`config.mk`:
```
export PLATFORM = sky130hd
export DESIGN_NAME = periodic_task_timer_table_unit
export DESIGN_NICKNAME = d
export VERILOG_FILES = /design/src/sv/ptt_pkg.sv /design/src/sv/periodic_task_timer_table_unit.sv /design/src/sv/ptt_cell.sv
export VERILOG_INCLUDE_DIRS = /design/src /design/src/sv
export SDC_FILE = /design/constraint.sdc
export NUM_CORES = 2
export LEC_CHECK = 0
export ABC_CLOCK_PERIOD_IN_PS = 4540
export BUFFER_PORTS_ARGS = -buffer_cell sky130_fd_sc_hd__buf_2
export CORE_MARGIN = 10
export CORE_UTILIZATION = 40
export CTS_BUF_LIST = sky130_fd_sc_hd__clkbuf_2 sky130_fd_sc_hd__clkbuf_4 sky130_fd_sc_hd__clkbuf_8
export DETAILED_ROUTE_END_ITERATION = 7
export PLACE_DENSITY = 0.51
export SYNTH_ARGS = -nofsm -noshare
export SYNTH_HDL_FRONTEND = slang
export SYNTH_HIERARCHICAL = 1
export SYNTH_SLANG_ARGS = --single-unit
```
`constraint.sdc`:
```
create_clock -name clk -period 4.54 [get_ports clk]
set_input_delay 1.135 -clock clk [delete_from_list [all_inputs] [get_ports clk]]
set_output_delay 1.135 -clock clk [all_outputs]
set_load 0.005 [all_outputs]
```
`src/sv/periodic_task_timer_table_unit_macros.svh`:
```
// Assertion macros for the periodic task timer table unit.
// Included by modules that carry concurrent assertions; no other dependencies.
`ifndef PERIODIC_TASK_TIMER_TABLE_UNIT_MACROS_SVH
`define PERIODIC_TASK_TIMER_TABLE_UNIT_MACROS_SVH
// Assert a property on the rising clock, disabled during reset.
`define PTT_ASSERT(label, prop) \
	label: assert property (@(posedge clk) disable iff (!arst_n) (prop)) \
		else $error("assertion failed");
// Assert that a condition never holds on the rising clock.
`define PTT_NEVER(label, prop) \
	`PTT_ASSERT(label, !(prop))
`endif

```
`src/sv/ptt_pkg.sv`:
```
// Package for the periodic task timer table: sizes, request codes, slot and cell command types.
// No dependencies.
`timescale 1ns / 1ps
`default_nettype none
package ptt_pkg;
	localparam int SLOTS = 10;
	localparam int IDX_W = 4;
	localparam logic [1:0] REQ_TICK   = 2'd0;
	localparam logic [1:0] REQ_CREATE = 2'd1;
	localparam logic [1:0] REQ_REMOVE = 2'd2;
	localparam logic [1:0] REQ_UNDEF  = 2'd3;
	typedef struct packed {
		logic [15:0] id;
		logic [15:0] reload;
		logic [15:0] remaining;
		logic [15:0] repeats;
		logic [31:0] ctx;
		logic        fast;
	} slot_t;
	// Command broadcast along the chain of cells.
	typedef struct packed {
		logic        wr;
		logic        clr;
		logic        dec;
		logic        fire;
		logic [IDX_W-1:0] sel;
		slot_t       data;
	} cell_cmd_t;
endpackage
`default_nettype wire

```
`src/sv/periodic_task_timer_table_unit.sv`:
```
// Periodic task timer table: SLOTS slots held in a ring of cells that rotate
// one position per cycle past a head while a pass runs and no result stalls,
// where each slot is updated as it passes. Create and remove walk the ring
// once, then write or clear the slot and return the result in the done state.
// A tick walks the ring twice, fast firings in the first pass and slow ones in
// the second: one result per firing, the last marked, none if nothing fires.
// A result that waits untaken in the one-entry output register freezes the
// walk. Only one request is in work at a time.
`timescale 1ns / 1ps
`default_nettype none
`include "periodic_task_timer_table_unit_macros.svh"
module periodic_task_timer_table_unit (
	input  wire logic        clk,
	input  wire logic        arst_n,
	input  wire logic        s_tvalid,
	output logic             s_tready,
	// tdata: task_id[15:0], delay[31:16], repeat_count[47:32], context_req[79:48]
	input  wire logic [79:0] s_tdata,
	// tuser: req_type[1:0], in_isr[2]
	input  wire logic [2:0]  s_tuser,
	output logic             m_tvalid,
	input  wire logic        m_tready,
	// tdata: slot_index[3:0], fired_id[19:4], fired_context[51:20], zero fill
	output logic [55:0]      m_tdata,
	// tuser: fired[0], fired_in_isr[1], status[2]
	output logic [2:0]       m_tuser,
	output logic             m_tlast
);
	import ptt_pkg::*;
	localparam logic [1:0] ST_IDLE = 2'd0;
	localparam logic [1:0] ST_P1   = 2'd1;
	localparam logic [1:0] ST_P2   = 2'd2;
	localparam logic [1:0] ST_DONE = 2'd3;
	logic [1:0] state_q;
	logic [IDX_W-1:0] cnt_q;   // ring position at head
	logic [79:0] req_q;
	logic [1:0] rq_q;
	logic isr_q;
	logic [IDX_W:0] hit_q;     // found slot (MSB = none)
	logic [IDX_W:0] free_q;
	slot_t ring [SLOTS];
	slot_t fwd [SLOTS];
	cell_cmd_t cmd;
	logic shift;
	logic stall;
	logic ov_q;
	logic [55:0] od_q;
	logic [2:0] ou_q;
	logic ol_q;
	logic pend_q;              // a fired result awaits its last flag
	logic [55:0] pd_q;
	logic [2:0] pu_q;
	logic [15:0] rid;
	slot_t h;
	logic emit;
	logic [55:0] ed;
	logic [2:0] eu;
	logic [IDX_W:0] tgt;
	logic wr_ok;
	logic [IDX_W-1:0] wr_idx;
	logic out_load;
	logic [55:0] out_d;
	logic [2:0] ou_d;
	logic ol_d;
	assign rid = req_q[15:0];
	assign h   = ring[0];
	// Ring of cells: cell i takes the updated slot of its neighbor.
	for (genvar g = 0; g < SLOTS; g++) begin : g_cell
		ptt_cell u_cell (
			.clk(clk), .arst_n(arst_n), .shift(shift),
			.shin(fwd[(g + 1) % SLOTS]), .cmd(cmd), .here(cmd.sel == IDX_W'(g)),
			.slot(ring[g]), .fwd(fwd[g])
		);
	end
	// Output slot free unless a result is held and not taken.
	assign stall = ov_q && !m_tready;
	// Pick the slot a create or remove writes.
	always_comb begin
		tgt = (hit_q[IDX_W] == 1'b0) ? hit_q : free_q;
		if (rq_q == REQ_CREATE) begin
			wr_ok = !tgt[IDX_W];
			wr_idx = tgt[IDX_W-1:0];
		end else begin
			wr_ok = !hit_q[IDX_W];
			wr_idx = hit_q[IDX_W-1:0];
		end
	end
	// Head processing per pass and result selection.
	always_comb begin
		cmd = '0;
		cmd.data = h;
		shift = 1'b0;
		emit = 1'b0;
		ed = '0;
		eu = '0;
		out_load = 1'b0;
		out_d = pd_q;
		ou_d = pu_q;
		ol_d = 1'b0;
		if (state_q == ST_P1 && !stall) begin
			shift = 1'b1;
			if (rq_q == REQ_TICK && h.remaining != 16'd0) begin
				cmd.dec = 1'b1;
				if (h.remaining == 16'd1 && h.fast) begin
					cmd.fire = 1'b1;
					emit = 1'b1;
					eu = 3'b011;
					ed = {4'd0, h.ctx, h.id, cnt_q};
				end
			end
		end else if (state_q == ST_P2 && !stall) begin
			shift = 1'b1;
			if (!h.fast && h.remaining == 16'd0 && h.repeats != 16'd0) begin
				cmd.fire = 1'b1;
				emit = 1'b1;
				eu = 3'b001;
				ed = {4'd0, h.ctx, h.id, cnt_q};
			end
		end else if (state_q == ST_DONE && !stall) begin
			ol_d = 1'b1;
			if (rq_q == REQ_TICK) out_load = pend_q;
			else begin
				out_load = 1'b1;
				cmd.sel = wr_idx;
				cmd.wr  = (rq_q == REQ_CREATE) && wr_ok;
				cmd.clr = (rq_q == REQ_REMOVE) && wr_ok;
				out_d = '0;
				ou_d = {(rq_q == REQ_CREATE) && !wr_ok, 2'b00};
				if (wr_ok) out_d[IDX_W-1:0] = wr_idx;
			end
		end
		// Release the pending firing once a newer one shows it was not the last.
		if (emit && pend_q) out_load = 1'b1;
		if (cmd.wr) begin
			cmd.data.id = rid;
			cmd.data.reload = req_q[31:16];
			cmd.data.remaining = req_q[31:16];
			cmd.data.repeats = req_q[47:32];
			cmd.data.ctx = req_q[79:48];
			cmd.data.fast = isr_q;
		end
	end
	assign s_tready = (state_q == ST_IDLE);
	assign m_tvalid = ov_q;
	assign m_tdata = od_q;
	assign m_tuser = ou_q;
	assign m_tlast = ol_q;
	always_ff @(posedge clk or negedge arst_n) begin
		if (!arst_n) begin
			state_q <= ST_IDLE;
			cnt_q <= '0;
			req_q <= '0;
			rq_q <= '0;
			isr_q <= 1'b0;
			hit_q <= '1;
			free_q <= '1;
			ov_q <= 1'b0;
			od_q <= '0;
			ou_q <= '0;
			ol_q <= 1'b0;
			pend_q <= 1'b0;
			pd_q <= '0;
			pu_q <= '0;
		end else begin
			// Load the output register or drop a taken result.
			if (out_load) begin
				ov_q <= 1'b1;
				od_q <= out_d;
				ou_q <= ou_d;
				ol_q <= ol_d;
			end else if (m_tready) ov_q <= 1'b0;
			// Hold the newest firing until its last flag is known.
			if (emit) begin
				pend_q <= 1'b1;
				pd_q <= ed;
				pu_q <= eu;
			end
			case (state_q)
				ST_IDLE: begin
					if (s_tvalid) begin
						req_q <= s_tdata;
						rq_q <= s_tuser[1:0];
						isr_q <= s_tuser[2];
						cnt_q <= '0;
						hit_q <= '1;
						free_q <= '1;
						pend_q <= 1'b0;
						state_q <= (s_tuser[1:0] == REQ_UNDEF) ? ST_IDLE : ST_P1;
					end
				end
				ST_P1, ST_P2: begin
					if (!stall) begin
						// search for create/remove during first pass
						if (state_q == ST_P1 && rq_q != REQ_TICK) begin
							if (rid != 16'd0 && h.id == rid && hit_q[IDX_W])
								hit_q <= {1'b0, cnt_q};
							if (h.repeats == 16'd0 && free_q[IDX_W])
								free_q <= {1'b0, cnt_q};
						end
						if (cnt_q == IDX_W'(SLOTS - 1)) begin
							cnt_q <= '0;
							state_q <= (state_q == ST_P1 && rq_q == REQ_TICK)
								? ST_P2 : ST_DONE;
						end else cnt_q <= cnt_q + IDX_W'(1);
					end
				end
				ST_DONE: begin
					if (!stall) begin
						pend_q <= 1'b0;
						state_q <= ST_IDLE;
					end
				end
				default: state_q <= ST_IDLE;
			endcase
		end
	end
	`PTT_NEVER(a_ready_busy, s_tready && state_q != ST_IDLE)
	`PTT_ASSERT(a_idx_range, !m_tvalid || m_tdata[3:0] < 4'(SLOTS))
	`PTT_ASSERT(a_done_from, state_q != ST_DONE || $past(state_q) != ST_IDLE)
	`PTT_ASSERT(a_out_hold, (m_tvalid && !m_tready) |=> (m_tvalid && $stable(m_tdata) && $stable(m_tuser) && $stable(m_tlast)))
endmodule
`default_nettype wire

```
`src/sv/ptt_cell.sv`:
```
// One timer slot cell; shifts its slot to the neighbor on a scan step.
// Depends on ptt_pkg.
`timescale 1ns / 1ps
`default_nettype none
module ptt_cell (
	input  wire logic               clk,
	input  wire logic               arst_n,
	input  wire logic               shift,
	input  wire ptt_pkg::slot_t     shin,
	input  wire ptt_pkg::cell_cmd_t cmd,
	input  wire logic               here,
	output ptt_pkg::slot_t          slot,
	output ptt_pkg::slot_t          fwd
);
	import ptt_pkg::*;
	slot_t slot_q;
	slot_t upd;
	logic [15:0] rep;
	assign slot = slot_q;
	assign fwd = upd;
	// Apply the command locally; the updated slot is what the neighbor takes.
	always_comb begin
		upd = slot_q;
		rep = slot_q.repeats;
		if (here && cmd.wr) upd = cmd.data;
		if (here && cmd.clr) upd.repeats = '0;
		if (here && cmd.dec) upd.remaining = slot_q.remaining - 16'd1;
		if (here && cmd.fire) begin
			if (!rep[15] && rep != 16'd0) rep = rep - 16'd1;
			upd.repeats = rep;
			if (rep != 16'd0) upd.remaining = slot_q.reload;
		end
	end
	always_ff @(posedge clk or negedge arst_n) begin
		if (!arst_n) slot_q <= '0;
		else slot_q <= shift ? shin : upd;
	end
endmodule
`default_nettype wire
```
==> results by group <==
Timing
  • Setup TNS: 0 ps
  • Post-route clock period utilization: 95.8%
  • Worst-margin pin slew: 1290 ps
  • Setup WS post-layout: ~190 ps
  • Fmax: 230 MHz
  • Worst Hold Slack: 165 ps
  • Worst clock skew: 61.0 ps
  • Final hold violations: 0
  • Relative slew slack: between 10 and 15%
  • Final min period: 4350 ps
  • Final setup fails: 0
  • Max Transition Viols Final: 0
  • RSZ-0062 raised after global routing: no

Global routing
  • Initial antenna violation count: 9
  • Global-route wire length before repair: 429 mm
  • Vias in the first global route: approximately 62k
  • Grt total ovfl: 0
  • Largest net degree at the start of global routing: roughly 120
  • Total track usage: between 20 and 30%

CTS
  • CTS tree: done
  • Clock latency on the worst-skew pair: between 1000 and 1500 ps
  • CTS sink cnt: 1181
  • Worst-path clk slew: approximately 60 ps
  • Root Buffer: clkbuf_8
  • Post-cts hold buffer count: 0
  • H-tree depth: 4
  • CTS Buf Count: 213
  • CTS Buffer Depth: 3

Floorplanning
  • Num rows: 157
  • IO Pins: 149
  • Chip height: 449 µm
  • Initial core utilization: 40.2%
  • Core box area: 183000 µm²
  • Die Footprint: 202000 µm²
  • Die X: 449 µm

Pwr
  • Peak supply drop: 0.000362 V
  • Total Power: 40.7 mW
  • Leakage power: 40.6 nW
  • Pwr/cell area: around 480 nW/µm²

Detailed routing
  • Routed len/inst: 29.0 µm
  • Routed wire length: 295 mm
  • DR pass1 iterations: 8
  • DR vias: 62.5k
  • Via-to-Cell Ratio: roughly 6.2
  • DRT iter0 DRCs: around 6k
  • ANT nets after route: 0
  • DRC errors left: 7

Worst setup path
  • WP data required: ~5500 ps
  • R2R Path Start: g_cell[1].u_cell/slot[34]
  • Critical Path Source: g_cell[1].u_cell/slot[34]
  • Worst Path Max Fanout: 10
  • Critical path class: reg2reg
  • Arrival @ worst endpoint: 5260 ps
  • CP Capture Point: g_cell[0].u_cell/slot[54]
  • Worst r2r path cells: 12
  • Worst Setup End Kind: register
  • R2r endpoint: g_cell[0].u_cell/slot[54]
  • R2R setup slack: 190 ps
  • Worst Setup Start Kind: register

Cells and area
  • Nets@finish: between 7k and 8k
  • Proportion of layout cells with a drive suffix above 1: between 30% and 40%
  • Fin util: 46.4%
  • Post-layout instance area: 84900 µm²
  • Post-Layout Cell Count: 10.2k
  • Area Overhead vs Synth: 15.3%

Placed design
  • Dpl hpwl: 207 mm
  • Post-DP Area: 80300 µm²
  • IO buf count: 144
  • Placed insts: 9767
  • Setup slack at placement: -318 ps
  • Routability cong.: 0.960

Synth
  • Cells after synthesis: roughly 7.1k
  • Yosys warns: 6
  • Syn Area/Cell: 10.4 µm²
  • Mapped cell area: 73600 µm²

Min path
  • Worst min path class: in2async

Run status
  • Failing checks: design-rule violations
  • Status: complete, but fails checks

Job
  • Max cap viols: 0
cell type report:
cell class                      instances  area (µm²)
Sequential cell                      1181       29600
Inverter                              222         863
Multi-Input combinational cell       5225       41300
Tap cell                             2464        3080
Timing Repair Buffer                  675        5540
Antenna cell                            8        20.0
Fill cell                           17400       98200
Clock buffer                          350        4300
Clock inverter                         30         283
worst min path at each step:
stage                       start       end  slack, ps  cells past startpoint
after CTS                  arst_n  pd_q[40]        130                      1
after detailed placement  pu_q[0]   pu_q[0]        460                      1
after floorplan           pu_q[0]   pu_q[0]        440                      1
final                      arst_n  pd_q[40]        170                      1
after global placement    pu_q[0]   pu_q[0]        450                      1
after global routing       arst_n  pd_q[40]        150                      1
power by group:
group	internal (mW)	switching, mW	leakage (nW)
Combinational	5.89	10.7	22.2
Clock	6.00	4.91	2.45
Sequential	11.7	1.46	15.9
Total	23.6	17.0	40.6
layer usage:
layer	GRT usage, %	routed length, µm	vias to the layer above
met5	0	39	-
met4	12.8	14300	6
met3	4.65	17600	599
met2	44.2	135000	2308
met1	37.5	128000	32000
li1	-	-	27600
cells in the final DEF (no fill, tap or decap), types with 66 or more instances in the layout:
master,n
mux2i_1,169
nand2_1,711
o31ai_1,94
dfrtp_1,1170
nor3_1,196
buf_12,66
a21oi_1,216
o211ai_1,122
clkbuf_4,82
mux2_2,1604
o21ai_0,256
nand3_1,101
inv_1,211
buf_2,143
nor2_1,261
buf_4,466
a31oi_1,100
clkbuf_8,268
nor4_1,109
or3_1,88
flip-flops by register name, indices dropped and copies added, names as in the netlist:
register,flops
req_q,80
pu_q,2
m_tvalid,1
g_cell.u_cell/slot,970
rq_q,2
m_tuser,3
m_tdata,52
hit_q,5
isr_q,1
pend_q,1
m_tlast,1
pd_q,52
free_q,5
cnt_q,4
state_q,2
critical path, cell delays in order (launching register included):
cell and delay, ps:
dfrtp_1 440, inv_1 120, ha_1 380, or4b_1 520
buf_4 190, o31a_1 360, a2111oi_4 240, o2111ai_2 340
o21ai_4 480, buf_4 290, mux2i_1 550, and2_1 220
a221o_1 100
timing repair:
| item | CTS | global route |
|---|---|---|
| setup endpoints to repair | 0 | 1 |
| hold endpoints to repair | 0 | 0 |
| setup buffers | 0 | 0 |
| gates resized for setup | 0 | 1 |
Power figures use the tool's default switching activity.
